[src/hw/rtl/rsrt_pkg.sv]
// shared types and constants of the rtp sender statistics block
`default_nettype none
package rsrt_pkg;

   localparam int unsigned SEQ_W  = 16;
   localparam int unsigned WORD_W = 32;

   typedef enum logic [1:0] {
      CMD_SEND            = 2'd0,
      CMD_SENDER_REPORT   = 2'd1,
      CMD_RECEIVER_REPORT = 2'd2,
      CMD_CLEAR           = 2'd3
   } cmd_type;

   // one classified item as it travels from the front end to the back end
   typedef struct packed {
      cmd_type           cmd;
      logic [WORD_W-1:0] elapsed;
      logic [WORD_W-1:0] packets;
      logic [WORD_W-1:0] octets;
      logic [WORD_W-1:0] timestamp;
      logic [SEQ_W-1:0]  seq;
      logic [WORD_W-1:0] last_sr;
      logic [WORD_W-1:0] dlsr;
   } job_type;

   typedef struct packed {
      logic full;
      logic empty;
   } queue_status_type;

endpackage
`default_nettype wire

[src/hw/rtl/rsrt_front.sv]
// front end: accepts beats, keeps sender counters and takes snapshots
`default_nettype none
module rsrt_front import rsrt_pkg::*; (
   input  wire logic              clock,
   input  wire logic              reset,
   input  wire logic              req_valid,
   output logic                   req_ready,
   input  wire cmd_type           req_cmd,
   input  wire logic [WORD_W-1:0] req_now_ticks,
   input  wire logic [SEQ_W-1:0]  req_payload_len,
   input  wire logic [WORD_W-1:0] req_rtp_timestamp,
   input  wire logic              req_set_seq,
   input  wire logic [SEQ_W-1:0]  req_seq_value,
   input  wire logic [WORD_W-1:0] req_last_sr,
   input  wire logic [WORD_W-1:0] req_delay_since_sr,
   input  wire logic              csr_valid,
   output logic                   csr_ready,
   input  wire logic              csr_index,
   input  wire logic [WORD_W-1:0] csr_data,
   input  wire queue_status_type  queue_status,
   output logic                   push,
   output job_type                push_job,
   output logic [WORD_W-1:0]      epoch_sec
);

   localparam logic CSR_BASE_SEQ  = 1'b0;
   localparam logic CSR_NTP_EPOCH = 1'b1;

   logic [SEQ_W-1:0]  base_seq_ff,    base_seq_in;
   logic [WORD_W-1:0] epoch_ff,       epoch_in;
   logic [SEQ_W-1:0]  next_seq_ff,    next_seq_in;
   logic [SEQ_W-1:0]  wrap_count_ff,  wrap_count_in;
   logic [WORD_W-1:0] octet_total_ff, octet_total_in;
   logic [WORD_W-1:0] last_ts_ff,     last_ts_in;
   logic              synced_ff,      synced_in;
   logic [WORD_W-1:0] sync_ticks_ff,  sync_ticks_in;

   logic [SEQ_W-1:0] seq_pick;
   logic [SEQ_W-1:0] seq_inc;

   assign req_ready = !queue_status.full;
   assign push      = req_valid && req_ready;
   assign csr_ready = 1'b1;
   assign epoch_sec = epoch_ff;

   always_comb begin
      seq_pick = req_set_seq ? req_seq_value : next_seq_ff;
      seq_inc  = seq_pick + SEQ_W'(1);

      push_job.cmd       = req_cmd;
      push_job.elapsed   = req_now_ticks - sync_ticks_ff;
      push_job.packets   = {wrap_count_ff, next_seq_ff} - WORD_W'(base_seq_ff);
      push_job.octets    = octet_total_ff;
      push_job.timestamp = last_ts_ff;
      push_job.seq       = seq_pick;
      push_job.last_sr   = req_last_sr;
      push_job.dlsr      = req_delay_since_sr;
   end

   always_comb begin
      base_seq_in    = base_seq_ff;
      epoch_in       = epoch_ff;
      next_seq_in    = next_seq_ff;
      wrap_count_in  = wrap_count_ff;
      octet_total_in = octet_total_ff;
      last_ts_in     = last_ts_ff;
      synced_in      = synced_ff;
      sync_ticks_in  = sync_ticks_ff;
      if (push) begin
         case (req_cmd)
            CMD_SEND: begin
               if (!synced_ff) begin
                  synced_in     = 1'b1;
                  sync_ticks_in = req_now_ticks;
               end
               octet_total_in = octet_total_ff + WORD_W'(req_payload_len);
               last_ts_in     = req_rtp_timestamp;
               next_seq_in    = seq_inc;
               if (seq_inc == '0) begin
                  wrap_count_in = wrap_count_ff + SEQ_W'(1);
               end
            end
            CMD_CLEAR: begin
               wrap_count_in  = '0;
               octet_total_in = '0;
            end
            default: begin
            end
         endcase
      end
      if (csr_valid && csr_ready) begin
         case (csr_index)
            CSR_BASE_SEQ: begin
               base_seq_in = csr_data[SEQ_W-1:0];
               next_seq_in = csr_data[SEQ_W-1:0];
            end
            CSR_NTP_EPOCH: begin
               epoch_in = csr_data;
            end
            default: begin
            end
         endcase
      end
   end

   always_ff @(posedge clock) begin
      if (reset) begin
         base_seq_ff    <= '0;
         epoch_ff       <= '0;
         next_seq_ff    <= '0;
         wrap_count_ff  <= '0;
         octet_total_ff <= '0;
         last_ts_ff     <= '0;
         synced_ff      <= 1'b0;
         sync_ticks_ff  <= '0;
      end else begin
         base_seq_ff    <= base_seq_in;
         epoch_ff       <= epoch_in;
         next_seq_ff    <= next_seq_in;
         wrap_count_ff  <= wrap_count_in;
         octet_total_ff <= octet_total_in;
         last_ts_ff     <= last_ts_in;
         synced_ff      <= synced_in;
         sync_ticks_ff  <= sync_ticks_in;
      end
   end

endmodule
`default_nettype wire

[config.mk]
export PLATFORM = sky130hd
export DESIGN_NAME = rsrt_front
export DESIGN_NICKNAME = d
export VERILOG_FILES = /design/src/hw/rtl/rsrt_pkg.sv /design/src/hw/rtl/rsrt_front.sv
export SDC_FILE = /design/constraint.sdc
export NUM_CORES = 1
export LEC_CHECK = 0
export BUFFER_PORTS_ARGS = -buffer_cell sky130_fd_sc_hd__buf_2
export CAP_MARGIN = 20
export CELL_PAD_IN_SITES_DETAIL_PLACEMENT = 0
export CELL_PAD_IN_SITES_GLOBAL_PLACEMENT = 2
export CORE_ASPECT_RATIO = 0.6
export CORE_MARGIN = 4
export CORE_UTILIZATION = 29
export CTS_BUF_LIST = sky130_fd_sc_hd__clkbuf_8
export CTS_CLUSTER_SIZE = 30
export DETAILED_ROUTE_END_ITERATION = 10
export GPL_ROUTABILITY_DRIVEN = 0
export PLACE_DENSITY = 0.94
export SYNTH_ARGS = -nofsm -noshare
export SYNTH_HDL_FRONTEND = slang
export SYNTH_SLANG_ARGS = --single-unit
[constraint.sdc]
create_clock -name clock -period 8.8 [get_ports clock]
set_clock_uncertainty 0.05 [all_clocks]
set_input_delay 1.76 -clock clock [delete_from_list [all_inputs] [get_ports clock]]
set_output_delay 1.76 -clock clock [all_outputs]
set_load 0.005 [all_outputs]
==> results.cfg <==
[critical_path]
max_stage_delay_ns = 0.91
crit_chain = buf_2, ha_1, a21o_1, a31oi_1, a211oi_1, a2111oi_0, nor2_1, a41oi_1, o21ai_0, o41ai_1, xnor2_1, buf_2
worstPathRequired_ns = 6.99
path_buf_inv = 2
path_depth = 12
crit_type = primary input to output port
r2r-start = next_seq_ff[1]
r2r-end = wrap_count_ff[3]
worstSetupStartpoint = req_now_ticks[7]
worstPathArrival_ns = 5.26
critPathMaxFanout = 5
worst_r2r_path_depth = 12
timing.reg2reg.setup_slack_ns = 4.70
cp_slowest_cell = a2111oi_0
cpMostUsedCell = buf_2
end_kind = output port
crit_path_start_kind = primary input
crit_end = push_job[204]
critical_path.top_delay_family = compound AO/OA/AOI/OAI gates

[die]
start_util = 0.294
die_h_um = 160
num_rows = 55
die_x_um = 261
dieArea_um2 = 41600
pin_count = 447
core-area_um2 = 37700

[timing]
worstMarginPinSlew_ns = 1.02
slew_violations = 0
finalWorstSetupSlack_ns = 1.73
max_freq_mhz = 141
finalSetupViolations = 0
tns_ns = 0
finalCritPeriodShare = 0.803
rsz0062_at_grt = false
period_needed_ns = 7.07
final_hold_viol_count = 0
slew-limit-headroom = 0.301

[power_and_ir_drop]
comb_power_share = 0.265
power_density_nw_per_um2 = 148
p_int_uw = 1280
total_leakage_power_uw = 0.00570
swShare = 0.341
power_uw = 1940
ir_worst_vdd_mv = 0.0914
p_seq_frac = 0.435
switchingPower_uw = 660
clockPowerShare = 0.300

[clock_tree]
cts_tree = built
post_cts_resized = 0
holdBufCountCts = 0
cts-root-buf = clkbuf_8
path_clk_slew_ns = 0.10
clock_latency_ns = 0.49
clk_path_buf_depth = 2
htree_levels = 4
cts_sinks = 177
post-cts-setup-buffers = 0
cts_buffers = 17

[min_path]
hold_class = register to register
min-delay-start = last_ts_ff[13]

[route]
dr.pass1.iters = 5
drt-total-wl_mm = 37.0
wl_per_cell_um = 16.6
drt_iter0_markers = 851
drc = 0
vias_per_cell = 4.85
via_count = 10800
postRouteAntennaNets = 0

[placed_design]
dp_cells = 2190
dp_slack_ns = 1.86
hpwl_mm = 28.6
port_buffers = 316

[grt]
overflow = 0
use_met3 = 0.0459
grt_max_degree = 79
grt_pass1_wl_mm = 56.9
first_global_vias = 10100
grt_use_met2 = 0.261
use_met1 = 0.241
grt_usage = 0.172
busiest_layer = met2
antenna_found_initial = 4

[synthesis]
seq_area_frac_synth = 0.319
yosys.cell_types.count = 67
syn_area_per_cell_um2 = 7.47
yosys_warnings = 0
synth_top_family_by_area = simple AND/OR/NAND/NOR gates
synthesis.area_um2 = 11100
yosys-mux-area-fraction = 0.0163
synthXorXnorAreaFrac = 0.0702
netlist_instances = 1485
syn_nets = 1758
synth_top_area_frac = 0.319
post-synth-top-area-cell = dfxtp_1
synth_edf_count = 0
synth.area.top_cells = dfxtp_1 32%, nand2_1 10%, a21oi_1 8.2%
synth_fa_ha_area_frac = 0.0821
synthFlopType = dfxtp_1
synth-async-reset-ratio = 0
ys_seq_elements = 177
synth-compound-area-share = 0.194
synthSimpleGateAreaFrac = 0.217

[flow_run]
maxCapViolations = 0

[cells_and_area]
layout.cells.most_common = buf_2
nFillCells = 4117
layout.cells.non_filler = 2226
final_cell_mix = 315 x buf_2, 295 x nand2_1, 182 x a21oi_1
drive_above_1_share = 0.226
utilization = 0.346
area_delta_synth_final_pct = 17.5
regArea_um2 = 3540
multi_input_area_um2 = 6450
final_nets = 1969

[outcome]
status = finished clean
registers in the layout, summed over array words and instances, names as in the netlist:
name and flops:
base_seq_ff 16, epoch_sec 32, last_ts_ff 32, next_seq_ff 16, octet_total_ff 32, sync_ticks_ff 32, synced_ff 1, wrap_count_ff 16
metrics by stage:
step / area [µm²] / hold slack [ns]
2_1_floorplan: 11100 / 0.386
3_3_place_gp: 12600 / 0.388
3_5_place_dp: 12600 / 0.394
4_1_cts: 13000 / 0.409
5_1_grt: 13000 / 0.424
6_report: 13000 / 0.405
power groups by stage:
stage	clock network [µW]	logic, µW	registers, µW
after floorplan	0	321	856
final	582	513	842
after global placement	0	508	859
after detailed placement	0	513	860
after global routing	650	568	845
after CTS	616	516	842
cells in the mapped netlist (6+ instances only):
cell type  count
mux2i_1        8
mux2_2         9
nand4_1       10
dfxtp_1      177
o21a_1         7
a22oi_1       13
buf_4         69
o21bai_1       7
and3_1        17
a211oi_1      11
nand3_1       40
nor3_1        11
xnor2_1       60
clkbuf_1      60
o21ai_1       19
o21ai_0       55
or3_1         12
a21o_1        23
a21boi_0       6
nor2b_1       11
inv_1         90
a21oi_1      182
nand2_1      296
xor2_1        29
nor2_1       102
ha_1          68
nand2b_1      15
cell families (layout without fill, tap and decap cells):
family / after synthesis / after routing
AOI/OAI and AO/OA: 365 / 365
other: 1 / 5
buffers and inverters: 223 / 447
xor gates and xnor gates: 89 / 89
muxes: 17 / 17
adders and majority gates: 71 / 71
DFF: 177 / 177
and+or+nand+nor: 542 / 542
cell type report:
cell class | instances | area share
inverters | 90 | 0.0259
clock buffers | 17 | 0.0179
well taps | 513 | 0.0492
diodes | 4 | 0.000767
repair buffers | 325 | 0.128
clock inverters | 15 | 0.0122
flip-flops and latches | 177 | 0.272
multi-input cells | 1085 | 0.494
how the worst min path moves through the flow:
stage                       to  depth (start not counted)  slack, ns
6_report        last_ts_ff[13]                          2       0.40
4_1_cts          last_ts_ff[5]                          2       0.41
3_3_place_gp    last_ts_ff[19]                          2       0.39
5_1_grt          epoch_sec[20]                          2       0.42
3_5_place_dp    last_ts_ff[26]                          2       0.39
2_1_floorplan  base_seq_ff[10]                          2       0.39
worst register-to-register path: stages (launching register included):
cell	delay (ns)
dfxtp_1	0.40
inv_1	0.10
o21ai_0	0.37
ha_1	0.25
inv_1	0.10
a211oi_4	0.36
o21ba_2	0.24
nor4_1	0.43
nand3_1	0.19
nor4_4	0.89
nor3_4	0.22
o21ai_0	0.26
o21ai_0	0.13
per-layer routing:
layer | vias up | wire (µm)
met2 | 295 | 16200
met1 | 5094 | 17800
li1 | 5372 | -
met5 | - | 0
met3 | 42 | 2260
met4 | 0 | 674
Power figures use the tool's default switching activity.
