==> config.mk <==
export PLATFORM = sky130hd
export DESIGN_NAME = rsrt_queue
export DESIGN_NICKNAME = d
export VERILOG_FILES = /design/src/hw/rtl/rsrt_pkg.sv /design/src/hw/rtl/rsrt_queue.sv
export SDC_FILE = /design/constraint.sdc
export NUM_CORES = 1
export LEC_CHECK = 0
export ABC_AREA = 1
export CAP_MARGIN = 20
export CELL_PAD_IN_SITES_DETAIL_PLACEMENT = 1
export CELL_PAD_IN_SITES_GLOBAL_PLACEMENT = 2
export CORE_UTILIZATION = 44
export DETAILED_ROUTE_END_ITERATION = 10
export DONT_BUFFER_PORTS = 1
export PLACE_DENSITY = 0.76
export REMOVE_ABC_BUFFERS = 1
export SLEW_MARGIN = 20
export SYNTH_ARGS = -nofsm -noshare
export SYNTH_HDL_FRONTEND = slang
export SYNTH_SLANG_ARGS = --single-unit
==> constraint.sdc <==
create_clock -name clock -period 6.76 [get_ports clock]
set_input_delay 1.69 -clock clock [delete_from_list [all_inputs] [get_ports clock]]
set_output_delay 1.69 -clock clock [all_outputs]
set_load 0.02 [all_outputs]
==> src/hw/rtl/rsrt_pkg.sv <==
// shared types and constants of the rtp sender statistics block
`default_nettype none
package rsrt_pkg;

   localparam int unsigned SEQ_W  = 16;
   localparam int unsigned WORD_W = 32;

   typedef enum logic [1:0] {
      CMD_SEND            = 2'd0,
      CMD_SENDER_REPORT   = 2'd1,
      CMD_RECEIVER_REPORT = 2'd2,
      CMD_CLEAR           = 2'd3
   } cmd_type;

   // one classified item as it travels from the front end to the back end
   typedef struct packed {
      cmd_type           cmd;
      logic [WORD_W-1:0] elapsed;
      logic [WORD_W-1:0] packets;
      logic [WORD_W-1:0] octets;
      logic [WORD_W-1:0] timestamp;
      logic [SEQ_W-1:0]  seq;
      logic [WORD_W-1:0] last_sr;
      logic [WORD_W-1:0] dlsr;
   } job_type;

   typedef struct packed {
      logic full;
      logic empty;
   } queue_status_type;

endpackage
`default_nettype wire

==> src/hw/rtl/rsrt_queue.sv <==
// short job queue between front end and back end
`default_nettype none
module rsrt_queue import rsrt_pkg::*; (
   input  wire logic    clock,
   input  wire logic    reset,
   input  wire logic    push,
   input  wire job_type push_job,
   input  wire logic    pop,
   output job_type      head_job,
   output queue_status_type status
);

   localparam int unsigned DEPTH = 4;
   localparam int unsigned PTR_W = $clog2(DEPTH);

   job_type            entry_ff [DEPTH];
   logic [PTR_W-1:0]   wr_ptr_ff, wr_ptr_in;
   logic [PTR_W-1:0]   rd_ptr_ff, rd_ptr_in;
   logic [PTR_W:0]     count_ff,  count_in;

   assign head_job     = entry_ff[rd_ptr_ff];
   assign status.full  = (count_ff == (PTR_W+1)'(DEPTH));
   assign status.empty = (count_ff == '0);

   always_comb begin
      wr_ptr_in = push ? wr_ptr_ff + PTR_W'(1) : wr_ptr_ff;
      rd_ptr_in = pop  ? rd_ptr_ff + PTR_W'(1) : rd_ptr_ff;
      count_in  = count_ff + (PTR_W+1)'(push) - (PTR_W+1)'(pop);
   end

   always_ff @(posedge clock) begin
      if (push) begin
         entry_ff[wr_ptr_ff] <= push_job;
      end
   end

   always_ff @(posedge clock) begin
      if (reset) begin
         wr_ptr_ff <= '0;
         rd_ptr_ff <= '0;
         count_ff  <= '0;
      end else begin
         wr_ptr_ff <= wr_ptr_in;
         rd_ptr_ff <= rd_ptr_in;
         count_ff  <= count_in;
      end
   end

endmodule
`default_nettype wire

==> results of run 1 <==
## worst register-to-register path, cell delays in order (launching register included)
cell and delay [ps]:
dfxtp_1 330, inv_1 120, ha_1 170, nand2_1 130
inv_8 650, buf_12 730
## stage by stage
step / setup slack (ps) / cells / instance area (um2) / utilization, % / hold WS, ps
5_1_grt: 1980 / 3513 / 36800 / 49.3 / 503
6_report: 2190 / 3513 / 36800 / 49.3 / 464
3_3_place_gp: 2800 / 3353 / 34000 / 45.6 / 464
2_1_floorplan: -9340 / 2366 / 32500 / - / 441
4_1_cts: 1990 / 3512 / 36700 / 49.3 / 475
3_5_place_dp: 2680 / 3353 / 34000 / 45.6 / 458
## cells by family (layout without fill, tap and decap cells)
logic type	after synthesis	count (layout)	synth area share [%]
flip-flops	849	849	76.5
AO/OA/AOI/OAI	640	640	11.2
buffers and inverters	576	614	7.03
AND/OR/NAND/NOR	434	434	4.92
adder cells (fa/ha/maj)	7	7	0.286
## flip-flops by register name, summed over array words and instances, names as in the netlist, named ones only
| name | cells |
|---|---|
| rd_ptr_ff | 2 |
| count_ff | 3 |
| wr_ptr_ff | 2 |
| entry_ff | 840 |
## metal layers
layer,track usage (%),up-vias,share of wire [%]
li1,-,8679,-
met1,20.6,9302,37
met2,35.2,371,52
met3,6.90,137,7.3
met4,7.21,4,3.5
met5,0,-,0.031
## how the worst max path moves through the flow
stage               slack (ps)            end  start
floorplan                -9340    head_job[0]   flop
detailed placement        2680   head_job[49]   flop
CTS                       1990   head_job[49]   flop
global route              1980   head_job[41]   flop
global placement          2800   head_job[27]   flop
finish                    2190  head_job[126]   flop
## synthesized netlist by cell type
| library cell | number |
|---|---|
| o21ai_0 | 212 |
| o21ai_1 | 2 |
| fa_1 | 1 |
| a21oi_1 | 216 |
| buf_4 | 6 |
| o211ai_1 | 210 |
| nor2_1 | 4 |
| buf_6 | 3 |
| inv_2 | 3 |
| edfxtp_1 | 840 |
| nand3_1 | 1 |
| nand2_1 | 428 |
| buf_2 | 102 |
| ha_1 | 6 |
| clkbuf_1 | 29 |
| dfxtp_1 | 9 |
| nor3_1 | 1 |
| inv_1 | 433 |
## power groups by stage
stage | combinational (uW) | clock (uW) | sequential [uW]
global route | 1030 | 4890 | 6110
global placement | 921 | 0 | 6200
detailed placement | 948 | 0 | 6220
CTS | 953 | 4720 | 6110
finish | 941 | 4600 | 6090
floorplan | 745 | 0 | 6310
## layout make-up
class / count / area, um2 / area share [%]
Multi-Input combinational cell: 1081 / 5460 / 14.8
Inverter: 436 / 1670 / 4.53
Timing Repair Buffer: 19 / 275 / 0.749
Clock inverter: 47 / 399 / 1.09
Clock buffer: 112 / 2330 / 6.35
Sequential cell: 849 / 25400 / 69.1
Tap cell: 969 / 1210 / 3.30
==> metrics.csv, run 1 <==
metric,value,unit
Hold Path Depth,2,
core area,74600,um2
most frequent cells in the layout,"edfxtp_1, inv_1, nand2_1, a21oi_1, o21ai_0",
stages on the worst setup path,3,
Crit Reg-Reg Startpoint,wr_ptr_ff[0]$_SDFFE_PP0P_,
CP Data Required Time,5070,ps
clock latency on the worst-skew pair,640,ps
maximum vdd drop,0.231,mV
critical path launch point type,flop,
fin crit share,67.6,%
TritonCTS clock tree,built,
Relative slew margins,26.5,%
Detailed Routing Iterations Pass 1,4,
min-delay worst type,reg2reg,
"Reg clk slew, reported paths",60,ps
f_max,0.219,GHz
Post-CTS Setup Inserts,0,
WL per Instance,21.3,um
Pins Over Slew Limit,0,
Clock power frac,39.5,%
Layout Skew,30.7,ps
RR Endpoint,entry_ff[0][63]$_DFFE_PP_,
hpwl dp,44.1,mm
CP top delay family,flip-flops,
Final Wtd Congestion,0.751,
arrival time at the worst endpoint,2880,ps
CP Capture Type,output port,
maxcap violations,0,
clk buf depth,3,
Reg2Reg Setup Slack,4140,ps
# diodes,0,
sw power,2790,uW
die width,277,um
Critical Path Max Stage Delay,860,ps
die area,76500,um2
remaining global-route overflow,0,
first-pass GRT wire length,114,mm
unrepaired setup endpoints after global routing,false,
"Distinct cells, synth",18,
sequential share of power,52.4,%
Layout Area Growth over Synthesis,10.7,%
largest net degree at the start of global routing,201,
Syn Inst Count,2506,
Die Y,277,um
io pins,426,
layout cells sized above 1,5.74,%
"Warnings, synthesis",0,
R2R depth,5,
vias in the first global route,19800,
P_int,8850,uW
switch share,24.0,%
Rows,100,
Layout fillers,7381,
DRT iter0 DRCs,1070,
hold_buf cts,0,
Routed Antenna Nets,0,
Port-buffer cells,0,
Final setup violation count,0,
routed vias/inst,5.26,
top cell type's share of synthesized area,76.0,%
Crit-path slowest cell,dfxtp_4,
initial antenna violation count,2,
"top cells by area, synth","edfxtp_1, inv_1, nand2_1",
Fin. Hold Viols,0,
Crit Path Max Fanout,72,
Pwr Total,11600,uW
"commonest non-fill, non-tap cell in the layout",edfxtp_1,
Comb power frac,8.1,%
number of remaining DRC errors,0,
Sink Count,849,
Layout Nets,2697,
crit path cell chain,buf_4 > o211ai_1 > nand2_1,
vias,18500,
Bufs and invs on worst path,1,
Syn Area/Cell,13.2,um2
Root Driver,clkbuf_16,
min cycle time layout,4570,ps
status,"complete, no violations",
pwr/cell area,317,nW/um2
HP Start,rd_ptr_ff[1]$_SDFFE_PP0P_,
cells resized by post-CTS repair,0,
Worst Tran Pin Value,1100,ps
GRT Total Usage,19.4,%
Routed WL,74.8,mm
H-tree Lvls,3,
Starting Density,44.5,%
Synth Register Bits,849,
leak pwr,0.0133,uW
Yosys top cell by area,edfxtp_1,
Syn Std Cell Area,33200,um2
"Seq/Total Area, Yosys",76.5,%
setup TNS,0,ps
kind of critical path,reg2out,
cts bufs inserted,89,
Power figures use the tool's default switching activity.
==> run 2, diff against run 1 <==
- ABC_AREA: 1 -> 0
- CORE_UTILIZATION: 44 -> 45
- PLACE_DENSITY: 0.76 -> 0.72
- clock period: 6.76 -> 3.7 ns (I/O delays scaled with it)
==> run 2 against run 1 <==
Wire length is 20% lower. First-iteration DRC count down 25%. Flip-flop and latch count did not move. Area after synthesis fell by 6.7%. Total power up 87%. Synthesized cell count down 55%. Critical path depth shrank 1. Final cell count is 39% lower. Non-clock buffer count rose by 15. Worst setup slack got worse by 1800 ps. Combinational power up 90%. Worst hold slack got worse by 88 ps.
==> metrics.csv, run 2 <==
metric,value,unit,change
status,"complete, no violations",,unchanged
Post-synth EDFFs,840,,unchanged
hpwl dp,36.8,mm,was 44.1 mm
Pins Over Slew Limit,0,,unchanged
Starting Density,45.8,%,was 44.5%
most frequent cells in the layout,"edfxtp_1, mux4_2, clkbuf_16, buf_12, clkinv_2",,"was edfxtp_1, inv_1, nand2_1, a21oi_1, o21ai_0"
Hold WS,376,ps,was 464 ps
Routed Antenna Nets,0,,unchanged
Crit-path slowest cell,dfxtp_4,,unchanged
pwr/cell area,622,nW/um2,was 317 nW/um2
Crit Path Max Fanout,22,,was 72
Syn Std Cell Area,31000,um2,"was 33,200 um2"
Port-buffer cells,0,,unchanged
vias in the first global route,13100,,"was 19,800"
Sink Count,849,,unchanged
largest net degree at the start of global routing,108,,was 201
Layout Nets,1436,,"was 2,697"
top cell type's share of synthesized area,81.5,%,was 76.0%
Syn Area/Cell,27.2,um2,was 13.2 um2
Root Driver,clkbuf_16,,unchanged
Relative slew margins,40.0,%,was 26.5%
Final setup violation count,0,,unchanged
GRT Total Usage,17.2,%,was 19.4%
maximum vdd drop,0.501,mV,was 0.231 mV
"Async S/R FF share, synth",0,%,unchanged
crit path cell chain,buf_4 > mux4_2,,was buf_4 > o211ai_1 > nand2_1
Die Y,264,um,was 277 um
CP top delay family,flip-flops,,unchanged
Final Wtd Congestion,0.760,,was 0.751
Detailed Routing Iterations Pass 1,5,,was 4
vias,12100,,"was 18,500"
cts bufs inserted,87,,was 89
Post-Layout Cell Count,2156,,"was 3,513"
DRT iter0 DRCs,807,,"was 1,070"
hold_buf cts,0,,unchanged
number of remaining DRC errors,0,,unchanged
HP Start,reset,,was rd_ptr_ff[1]$_SDFFE_PP0P_
Syn Inst Count,1139,,"was 2,506"
Critical Path Max Stage Delay,700,ps,was 860 ps
Fin. Hold Viols,0,,unchanged
initial antenna violation count,1,,was 2
# diodes,0,,unchanged
placed instance count,1999,,"was 3,353"
core area,67600,um2,"was 74,600 um2"
"Distinct cells, synth",22,,was 18
first-pass GRT wire length,87.7,mm,was 114 mm
f_max,0.302,GHz,
largest register by flop count,entry_ff,,unchanged
kind of critical path,reg2out,,unchanged
fin crit share,89.6,%,
max reg flops,840,,unchanged
arrival time at the worst endpoint,2390,ps,was 2880 ps
Layout Area Growth over Synthesis,12.7,%,was 10.7%
Crit Reg-Reg Startpoint,wr_ptr_ff[0]$_SDFFE_PP0P_,,unchanged
min-delay worst type,in2reg,,was reg2reg
cells resized by post-CTS repair,0,,unchanged
Post-CTS Setup Inserts,0,,unchanged
H-tree Lvls,3,,unchanged
Layout Skew,22.4,ps,was 30.7 ps
most frequent cell after synthesis,edfxtp_1,,unchanged
Rows,95,,was 100
"commonest non-fill, non-tap cell in the layout",edfxtp_1,,unchanged
clock latency on the worst-skew pair,630,ps,was 640 ps
Synth Register Bits,849,,unchanged
Worst Tran Pin Value,893,ps,was 1100 ps
Bufs and invs on worst path,1,,unchanged
critical path launch point type,flop,,unchanged
ys flop type,edfxtp_1,,unchanged
routed vias/inst,5.59,,was 5.26
layout cells sized above 1,29.4,%,was 5.74%
die area,69900,um2,"was 76,500 um2"
"top cells by area, synth","edfxtp_1, mux4_2, buf_12",,"was edfxtp_1, inv_1, nand2_1"
biggest regs,"entry_ff x840, count_ff x3",,unchanged
min cycle time layout,3310,ps,
CP Data Required Time,2770,ps,was 5070 ps
TritonCTS clock tree,built,,unchanged
remaining global-route overflow,0,,unchanged
clk buf depth,3,,unchanged
"Seq/Total Area, Yosys",82.0,%,was 76.5%
most frequent cells after synthesis,"edfxtp_1, mux4_2, buf_12",,"was edfxtp_1, inv_1, nand2_1"
Routed WL,59.9,mm,was 74.8 mm
CP Capture Type,output port,,unchanged
"Warnings, synthesis",0,,unchanged
WL per Instance,27.8,um,was 21.3 um
unrepaired setup endpoints after global routing,false,,unchanged
leak pwr,0.0107,uW,was 0.0133 uW
maxcap violations,0,,unchanged
io pins,426,,unchanged
"Reg clk slew, reported paths",60,ps,about the same
Yosys top cell by area,edfxtp_1,,unchanged
die width,264,um,was 277 um
-- run 2: logic make-up after synthesis --
family | Yosys count | share of synthesized area, %
flops | 849 | 82.0
mux | 211 | 15.3
buf+inv | 53 | 1.92
simple gates | 14 | 0.242
fa+ha+maj | 7 | 0.307
xor+xnor | 3 | 0.133
compound gates | 2 | 0.0485
-- run 2: metal layers --
layer | share of wire [%] | global-route usage [%]
met3 | 9.5 | 7.22
met2 | 51 | 28.8
met5 | 0.022 | 0
met4 | 2.7 | 5.88
met1 | 37 | 19.8
-- run 2: worst register-to-register path: cells and delay by family, from the launching register on --
family | cells | cell delay [ps]
fa+ha+maj | 1 | 140
buf+inv | 2 | 490
flops | 1 | 350
simple gates | 1 | 470
-- run 2: area by class of cell --
cell class / instances / area [um2]
Inverter: 6 / 22.5
Tap cell: 873 / 1090
Clock buffer: 104 / 2280
Multi-Input combinational cell: 237 / 4980
Clock inverter: 53 / 604
Timing Repair Buffer: 34 / 493
Sequential cell: 849 / 25400
Fill cell: 5646 / 32800
-- run 2: worst paths after layout --
kind	to	slack (ps)	cells past startpoint
hold reg to reg	flop	520	2
setup reg to reg	entry_ff[2][167]$_DFFE_PP_	1760	4
setup / recovery	head_job[5]	390	2
hold / removal	flop	380	1
-- run 2: metrics by stage --
stage	setup slack, ps	TNS, ps	power [uW]	utilization [%]	area, um2
finish	385	0	21700	51.6	34900
global route	213	0	22300	51.6	34900
CTS	252	0	22000	51.6	34900
detailed placement	940	0	13200	47.3	32000
global placement	947	0	13200	47.3	32000
floorplan	-6760	-3587580	13000	-	30400
-- run 2: power breakdown --
group          internal [uW]  switching (uW)  total [uW]
combinational            626            1160        1790
clock                   5210            3540        8740
sequential             11100             113       11200
