`src/hw/rtl/rsrt_pkg.sv`:
```
// shared types and constants of the rtp sender statistics block
`default_nettype none
package rsrt_pkg;

   localparam int unsigned SEQ_W  = 16;
   localparam int unsigned WORD_W = 32;

   typedef enum logic [1:0] {
      CMD_SEND            = 2'd0,
      CMD_SENDER_REPORT   = 2'd1,
      CMD_RECEIVER_REPORT = 2'd2,
      CMD_CLEAR           = 2'd3
   } cmd_type;

   // one classified item as it travels from the front end to the back end
   typedef struct packed {
      cmd_type           cmd;
      logic [WORD_W-1:0] elapsed;
      logic [WORD_W-1:0] packets;
      logic [WORD_W-1:0] octets;
      logic [WORD_W-1:0] timestamp;
      logic [SEQ_W-1:0]  seq;
      logic [WORD_W-1:0] last_sr;
      logic [WORD_W-1:0] dlsr;
   } job_type;

   typedef struct packed {
      logic full;
      logic empty;
   } queue_status_type;

endpackage
`default_nettype wire

```
`src/hw/rtl/rsrt_back.sv`:
```
// back end: ntp time, fraction and round trip pipeline with output register
`default_nettype none
module rsrt_back import rsrt_pkg::*; #(
   parameter int unsigned TICKS_PER_SEC = 10000
) (
   input  wire logic              clock,
   input  wire logic              reset,
   input  wire logic [WORD_W-1:0] epoch_sec,
   input  wire job_type           head_job,
   input  wire queue_status_type  queue_status,
   output logic                   pop,
   output logic                   rsp_valid,
   input  wire logic              rsp_ready,
   output logic [SEQ_W-1:0]       rsp_seq_used,
   output logic [WORD_W-1:0]      rsp_packets_sent,
   output logic [WORD_W-1:0]      rsp_octets_sent,
   output logic [WORD_W-1:0]      rsp_ntp_seconds,
   output logic [WORD_W-1:0]      rsp_ntp_fraction,
   output logic [WORD_W-1:0]      rsp_last_timestamp,
   output logic [WORD_W-1:0]      rsp_round_trip
);

   localparam int unsigned TW     = $clog2(TICKS_PER_SEC + 1);
   localparam int unsigned R48_W  = 49 - $clog2(TICKS_PER_SEC);
   localparam int unsigned LO_W   = 19;
   localparam int unsigned HI_W   = R48_W - LO_W;
   localparam int unsigned SUM_W  = TW + R48_W + 1;
   localparam int unsigned FP_W   = SEQ_W + TW;
   localparam int unsigned CMP_W  = TW + 17;
   localparam int unsigned VW     = TW + 17;
   localparam int unsigned STAGES = 9;

   localparam logic [TW-1:0]     TICK  = TW'(TICKS_PER_SEC);
   localparam logic [WORD_W-1:0] RECIP = WORD_W'((64'd1 << 32) / TICKS_PER_SEC);
   localparam logic [R48_W-1:0]  R48   = R48_W'((64'd1 << 48) / TICKS_PER_SEC);
   localparam logic [HI_W-1:0]   R48_HI = R48[R48_W-1:LO_W];
   localparam logic [LO_W-1:0]   R48_LO = R48[LO_W-1:0];

   typedef struct packed {
      job_type             job;
      logic [WORD_W-1:0]   quo;
      logic [WORD_W-1:0]   prod;
      logic [TW-1:0]       rem;
      logic [WORD_W-1:0]   seconds;
      logic [TW+HI_W-1:0]  part_hi;
      logic [TW+LO_W-1:0]  part_lo;
      logic [SEQ_W-1:0]    frac;
      logic [FP_W-1:0]     frac_prod;
      logic [WORD_W-1:0]   diff;
      logic                rtt_ok;
      logic [FP_W-1:0]     rtt_hi;
      logic [FP_W-1:0]     rtt_lo;
   } work_type;

   work_type w_ff [STAGES];
   work_type w_in [STAGES];
   logic [STAGES-1:0] vld_ff;

   logic advance;
   logic out_valid_ff;
   logic [SEQ_W-1:0]  seq_ff,  seq_in;
   logic [WORD_W-1:0] pk_ff,   pk_in;
   logic [WORD_W-1:0] oct_ff,  oct_in;
   logic [WORD_W-1:0] sec_ff,  sec_in;
   logic [WORD_W-1:0] frac_ff, frac_in;
   logic [WORD_W-1:0] ts_ff,   ts_in;
   logic [WORD_W-1:0] rtt_ff,  rtt_in;

   logic [2*WORD_W-1:0] recip_prod;
   logic [WORD_W+TW-1:0] quo_prod;
   logic [WORD_W-1:0]   rem_raw;
   logic [SUM_W-1:0]    frac_sum;
   logic [CMP_W-1:0]    frac_left;
   logic [CMP_W-1:0]    frac_limit;
   logic [WORD_W-1:0]   ntp_now;
   logic [VW-1:0]       rtt_sum;

   // the whole pipe moves whenever the output register can take a beat
   assign advance   = !out_valid_ff || rsp_ready;
   assign pop       = advance && !queue_status.empty;
   assign rsp_valid = out_valid_ff;

   always_comb begin
      // stage 0: quotient estimate by reciprocal
      recip_prod  = 64'(head_job.elapsed) * 64'(RECIP);
      w_in[0]     = '0;
      w_in[0].job = head_job;
      w_in[0].quo = recip_prod[2*WORD_W-1:WORD_W];

      // stage 1: estimate times tick rate
      w_in[1]      = w_ff[0];
      quo_prod     = (WORD_W+TW)'(w_ff[0].quo) * (WORD_W+TW)'(TICK);
      w_in[1].prod = quo_prod[WORD_W-1:0];

      // stage 2: one correction step
      w_in[2] = w_ff[1];
      rem_raw = w_ff[1].job.elapsed - w_ff[1].prod;
      if (rem_raw >= WORD_W'(TICK)) begin
         w_in[2].quo = w_ff[1].quo + WORD_W'(1);
         w_in[2].rem = TW'(rem_raw - WORD_W'(TICK));
      end else begin
         w_in[2].rem = TW'(rem_raw);
      end

      // stage 3: seconds, and fraction partial products
      w_in[3]         = w_ff[2];
      w_in[3].seconds = epoch_sec + w_ff[2].quo;
      w_in[3].part_hi = (TW+HI_W)'(w_ff[2].rem) * (TW+HI_W)'(R48_HI);
      w_in[3].part_lo = (TW+LO_W)'(w_ff[2].rem) * (TW+LO_W)'(R48_LO);

      // stage 4: fraction estimate
      w_in[4]      = w_ff[3];
      frac_sum     = (SUM_W'(w_ff[3].part_hi) << LO_W) + SUM_W'(w_ff[3].part_lo);
      w_in[4].frac = frac_sum[47:32];

      // stage 5: estimate times tick rate
      w_in[5]           = w_ff[4];
      w_in[5].frac_prod = FP_W'(w_ff[4].frac) * FP_W'(TICK);

      // stage 6: fraction correction
      w_in[6]    = w_ff[5];
      frac_left  = CMP_W'({w_ff[5].rem, 16'h0000});
      frac_limit = CMP_W'(w_ff[5].frac_prod) + CMP_W'(TICK);
      if (frac_left >= frac_limit) begin
         w_in[6].frac = w_ff[5].frac + SEQ_W'(1);
      end

      // stage 7: ntp 16.16 minus lsr and dlsr
      w_in[7]        = w_ff[6];
      ntp_now        = {w_ff[6].seconds[15:0], w_ff[6].frac};
      w_in[7].diff   = ntp_now - w_ff[6].job.last_sr - w_ff[6].job.dlsr;
      w_in[7].rtt_ok = (w_ff[6].job.last_sr != '0) && (w_in[7].diff != '0)
                       && !w_in[7].diff[WORD_W-1];

      // stage 8: whole and fractional seconds in ticks
      w_in[8]        = w_ff[7];
      w_in[8].rtt_hi = FP_W'(w_ff[7].diff[31:16]) * FP_W'(TICK);
      w_in[8].rtt_lo = FP_W'(w_ff[7].diff[15:0]) * FP_W'(TICK);
   end

   always_comb begin
      rtt_sum = VW'(w_ff[8].rtt_hi) + VW'(w_ff[8].rtt_lo >> 16);
      seq_in  = '0;
      pk_in   = '0;
      oct_in  = '0;
      sec_in  = '0;
      frac_in = '0;
      ts_in   = '0;
      rtt_in  = '0;
      case (w_ff[8].job.cmd)
         CMD_SEND: begin
            seq_in = w_ff[8].job.seq;
         end
         CMD_SENDER_REPORT: begin
            pk_in   = w_ff[8].job.packets;
            oct_in  = w_ff[8].job.octets;
            sec_in  = w_ff[8].seconds;
            frac_in = {w_ff[8].frac, 16'h0000};
            ts_in   = w_ff[8].job.timestamp;
         end
         CMD_RECEIVER_REPORT: begin
            if (w_ff[8].rtt_ok) begin
               if ((VW > WORD_W) && (rtt_sum > VW'(32'hFFFF_FFFF))) begin
                  rtt_in = '1;
               end else begin
                  rtt_in = WORD_W'(rtt_sum);
               end
            end
         end
         default: begin
         end
      endcase
   end

   always_ff @(posedge clock) begin
      if (advance) begin
         for (int i = 0; i < STAGES; i++) begin
            w_ff[i] <= w_in[i];
         end
         seq_ff  <= seq_in;
         pk_ff   <= pk_in;
         oct_ff  <= oct_in;
         sec_ff  <= sec_in;
         frac_ff <= frac_in;
         ts_ff   <= ts_in;
         rtt_ff  <= rtt_in;
      end
   end

   always_ff @(posedge clock) begin
      if (reset) begin
         vld_ff       <= '0;
         out_valid_ff <= 1'b0;
      end else if (advance) begin
         vld_ff       <= {vld_ff[STAGES-2:0], !queue_status.empty};
         out_valid_ff <= vld_ff[STAGES-1];
      end
   end

   assign rsp_seq_used       = seq_ff;
   assign rsp_packets_sent   = pk_ff;
   assign rsp_octets_sent    = oct_ff;
   assign rsp_ntp_seconds    = sec_ff;
   assign rsp_ntp_fraction   = frac_ff;
   assign rsp_last_timestamp = ts_ff;
   assign rsp_round_trip     = rtt_ff;

endmodule
`default_nettype wire

```
`config.mk`:
```
export PLATFORM = sky130hd
export DESIGN_NAME = rsrt_back
export DESIGN_NICKNAME = d
export VERILOG_FILES = /design/src/hw/rtl/rsrt_pkg.sv /design/src/hw/rtl/rsrt_back.sv
export SDC_FILE = /design/constraint.sdc
export NUM_CORES = 2
export LEC_CHECK = 0
export BUFFER_PORTS_ARGS = -buffer_cell sky130_fd_sc_hd__buf_2
export CAP_MARGIN = 25
export CORE_MARGIN = 10
export CORE_UTILIZATION = 30
export DETAILED_ROUTE_END_ITERATION = 8
export PLACE_DENSITY_LB_ADDON = 0.15
export SYNTH_ARGS = -nofsm -noshare
export SYNTH_HDL_FRONTEND = slang
export SYNTH_MEMORY_MAX_BITS = 65536
export SYNTH_SLANG_ARGS = --single-unit
```
`constraint.sdc`:
```
create_clock -name clock -period 103.9 [get_ports clock]
set_input_delay 20.78 -clock clock [delete_from_list [all_inputs] [get_ports clock]]
set_output_delay 20.78 -clock clock [all_outputs]
set_load 0.005 [all_outputs]
```
==> impl_results.md <==
* RSZ-0062 raised after global routing: false
* Vias in the first global route at around 54000
* CORE AREA at around 0.35 mm^2
* Final hold violation count at 0
* Nets at 8851
* Yosys top cell by area: edfxtp_1
* Die area at 0.374 mm^2
* Commonest non-fill, non-tap cells in the layout: edfxtp_1 (2274), inv_1 (1096), ha_1 (781), fa_1 (552), buf_2 (438)
* Critical path's most frequent cell: buf_2
* # DRC at 0
* Hold WC Path Type: reg2reg
* Period Utilization, post-route at 0.407
* Worst-path clk slew at 0.06 ns
* Final worst path period need at about 42 ns
* Die X at 612 um
* Post-DP HPWL at 165000 um
* Post-synth top area share at 0.650
* Fraction of the yosys area taken by sequential cells at 0.652
* Vias at 51300
* Mapped Area at 0.105 mm^2
* Max H-tree Level at 5
* Post-Route Skew at 0.0606 ns
* Worst Max-Slew Pin Slew at roughly 1.2 ns
* # hold bufs at CTS at 0
* Initial antenna violation count at 68
* Overflow after GRT at 0
* R2R Setup Slk at ~97 ns
* Die Y at 612 um
* Clock buffer depth at 4
* Cells along the critical path: buf_2 -> nor2b_1 -> buf_4 -> nor2_1 -> buf_2
* # fillers at 33300
* #FFs+latches synth at between 2000 and 2500
* Async S/R FF share, synth at 0
* Status: complete, no violations
* Critical Path Slowest Stage Cell: buf_4
* Crit-path leading delay family: buffers and inverters
* Slew Limit Headroom at 0.230
* Vias per inst at 4.24
* Drt pass-1 iters at 5
* IO Pins at about 460
* Crit path launch type: primary input
* Port bufs at 438
* First-pass GRT wire length at 335000 um
* Crit path DAT at 21.46 ns
* Clock Latency Late Sink at 0.88 ns
* Wire per inst at approximately 18 um
* Flip-flop and latch area at about 0.068 mm^2
* Fin util at 0.350
* Clock Sinks at 2284
* GP Congestion at 0.849
* Number of synthesized flops with an enable pin at 2274
* Critical Path RT at 83.12 ns
* Slowest Stage Delay on Critical Path at 0.23 ns
* Crit-path max FO at 11
* Rows at 217
* Synth area leaders: edfxtp_1 (65%), fa_1 (11%), ha_1 (9.3%)
* Crit path buf inv count at 3
* Max Fclk at between 20 and 25 MHz
* Starting DRT DRC Count at 2860
* Post-CTS Setup Repair Bufs at 0
* CTS root buf: clkbuf_16
* Max-Cap Viols at 0
* TritonCTS clock tree: built
* Footprint of the multi-input gates at roughly 0.032 mm^2
* Final Setup Violations at 0
* Starting density of the core at 0.301
* # resized after CTS at 0
* Yosys warning total at 0
* GRT Overall Usage at 0.116
* Worst setup EP type: primary output
* Largest net degree at the start of global routing at approximately 200
* Fin. max-slew vios at 0
* CP Class: in2out
* Num CTS Buffers at 270
* Synth unique cells at 83
* Setup TNS at 0 ns
* Syn avg cell area at 16.0 um^2
* Share of cells above drive strength 1 at 0.119
* Top_reg_cell synth: edfxtp_1
* Commonest non-fill, non-tap cell in the layout: edfxtp_1
* Synth Instances at 6565
* Synth-to-Final Area Change at 16.2%
* Routed Antenna Nets at 0
* Final Routed Wirelength at roughly 220000 um
## layout make-up
class | instances | share of cell area
flip-flops and latches | 2284 | 0.561
repair buffers | 480 | 0.0221
well taps | 4599 | 0.0472
multi-input cells | 3137 | 0.264
clock inverters | 154 | 0.0138
diodes | 13 | 0.000267
inverters | 1098 | 0.0338
clock buffers | 327 | 0.0575
## registers in the layout, indices dropped and copies added, names as in the netlist
| signal | cells |
|---|---|
| w_ff | 2083 |
| rsp_octets_sent | 32 |
| rsp_seq_used | 16 |
| rsp_round_trip | 31 |
| vld_ff | 9 |
| rsp_ntp_fraction | 16 |
| rsp_packets_sent | 32 |
| rsp_last_timestamp | 32 |
| rsp_ntp_seconds | 32 |
| rsp_valid | 1 |
## Yosys cell counts (all sizes together), types with 61 or more instances
| cell type | n |
|---|---|
| a21o | 79 |
| a21oi | 190 |
| ha | 781 |
| o21ai | 111 |
| nor3 | 65 |
| nor2 | 153 |
| nand3 | 61 |
| inv | 1096 |
| fa | 552 |
| and2 | 186 |
| nand2 | 153 |
| xor2 | 88 |
| edfxtp | 2274 |
| xnor2 | 196 |
## stage by stage
step | hold WS, ns | instances | area (um^2) | worst slack, ns
3_3_place_gp | 0.400 | 11600 | 113000 | 61.19
4_1_cts | 0.383 | 12100 | 122000 | 61.12
5_1_grt | 0.391 | 12100 | 122000 | 61.63
6_report | 0.388 | 12100 | 122000 | 61.66
2_1_floorplan | 0.400 | 6581 | 105000 | 24.93
3_5_place_dp | 0.405 | 11600 | 113000 | 61.12
## routing by layer
| metal | global-route usage | vias up | share of wire |
|---|---|---|---|
| li1 | - | 24700 | - |
| met1 | 0.140 | 25300 | 0.41 |
| met2 | 0.213 | 850 | 0.52 |
| met3 | 0.0164 | 445 | 0.032 |
| met4 | 0.0381 | 4 | 0.033 |
| met5 | 0 | - | 0.00014 |
## worst paths after layout
kind / depth (start not counted) / endpoint / start
setup / recovery: 5 / pop / rsp_ready
hold / removal: 0 / w_ff[1][883]$_DFFE_PN_ / w_ff[1][361]$_DFFE_PN_
setup reg to reg: 23 / w_ff[1][689]$_DFFE_PN_ / w_ff[1][246]$_DFFE_PN_
hold reg to reg: 0 / w_ff[1][883]$_DFFE_PN_ / w_ff[1][361]$_DFFE_PN_
## kinds of logic after synthesis
logic type,count (synthesis),synth area share
muxes,6,0.000608
xor gates and xnor gates,284,0.0237
other,1,0.0000357
DFF,2284,0.652
buffers and inverters,1160,0.0421
adders and majority gates,1333,0.198
and+or+nand+nor,879,0.0447
AOI/OAI and AO/OA,618,0.0383
## worst reg2reg max path, cell delays in order, from the launching register on
cell,delay [ns]
edfxtp_1,0.64
inv_1,0.22
ha_1,0.42
inv_1,0.20
fa_1,0.50
fa_1,0.53
inv_1,0.05
fa_1,0.50
fa_1,0.58
inv_1,0.07
fa_1,0.39
ha_1,0.32
o21a_1,0.17
o21a_1,0.16
o21ai_0,0.14
nand2b_1,0.11
and3_1,0.17
a41oi_1,0.32
a2111oi_0,0.24
buf_4,0.19
o21a_1,0.18
o21a_1,0.20
o41ai_1,0.37
xnor2_1,0.12
Power is left out: the tool's default activity adds up to more than one toggle a clock period on the data nets, which glitch-free logic cannot reach.
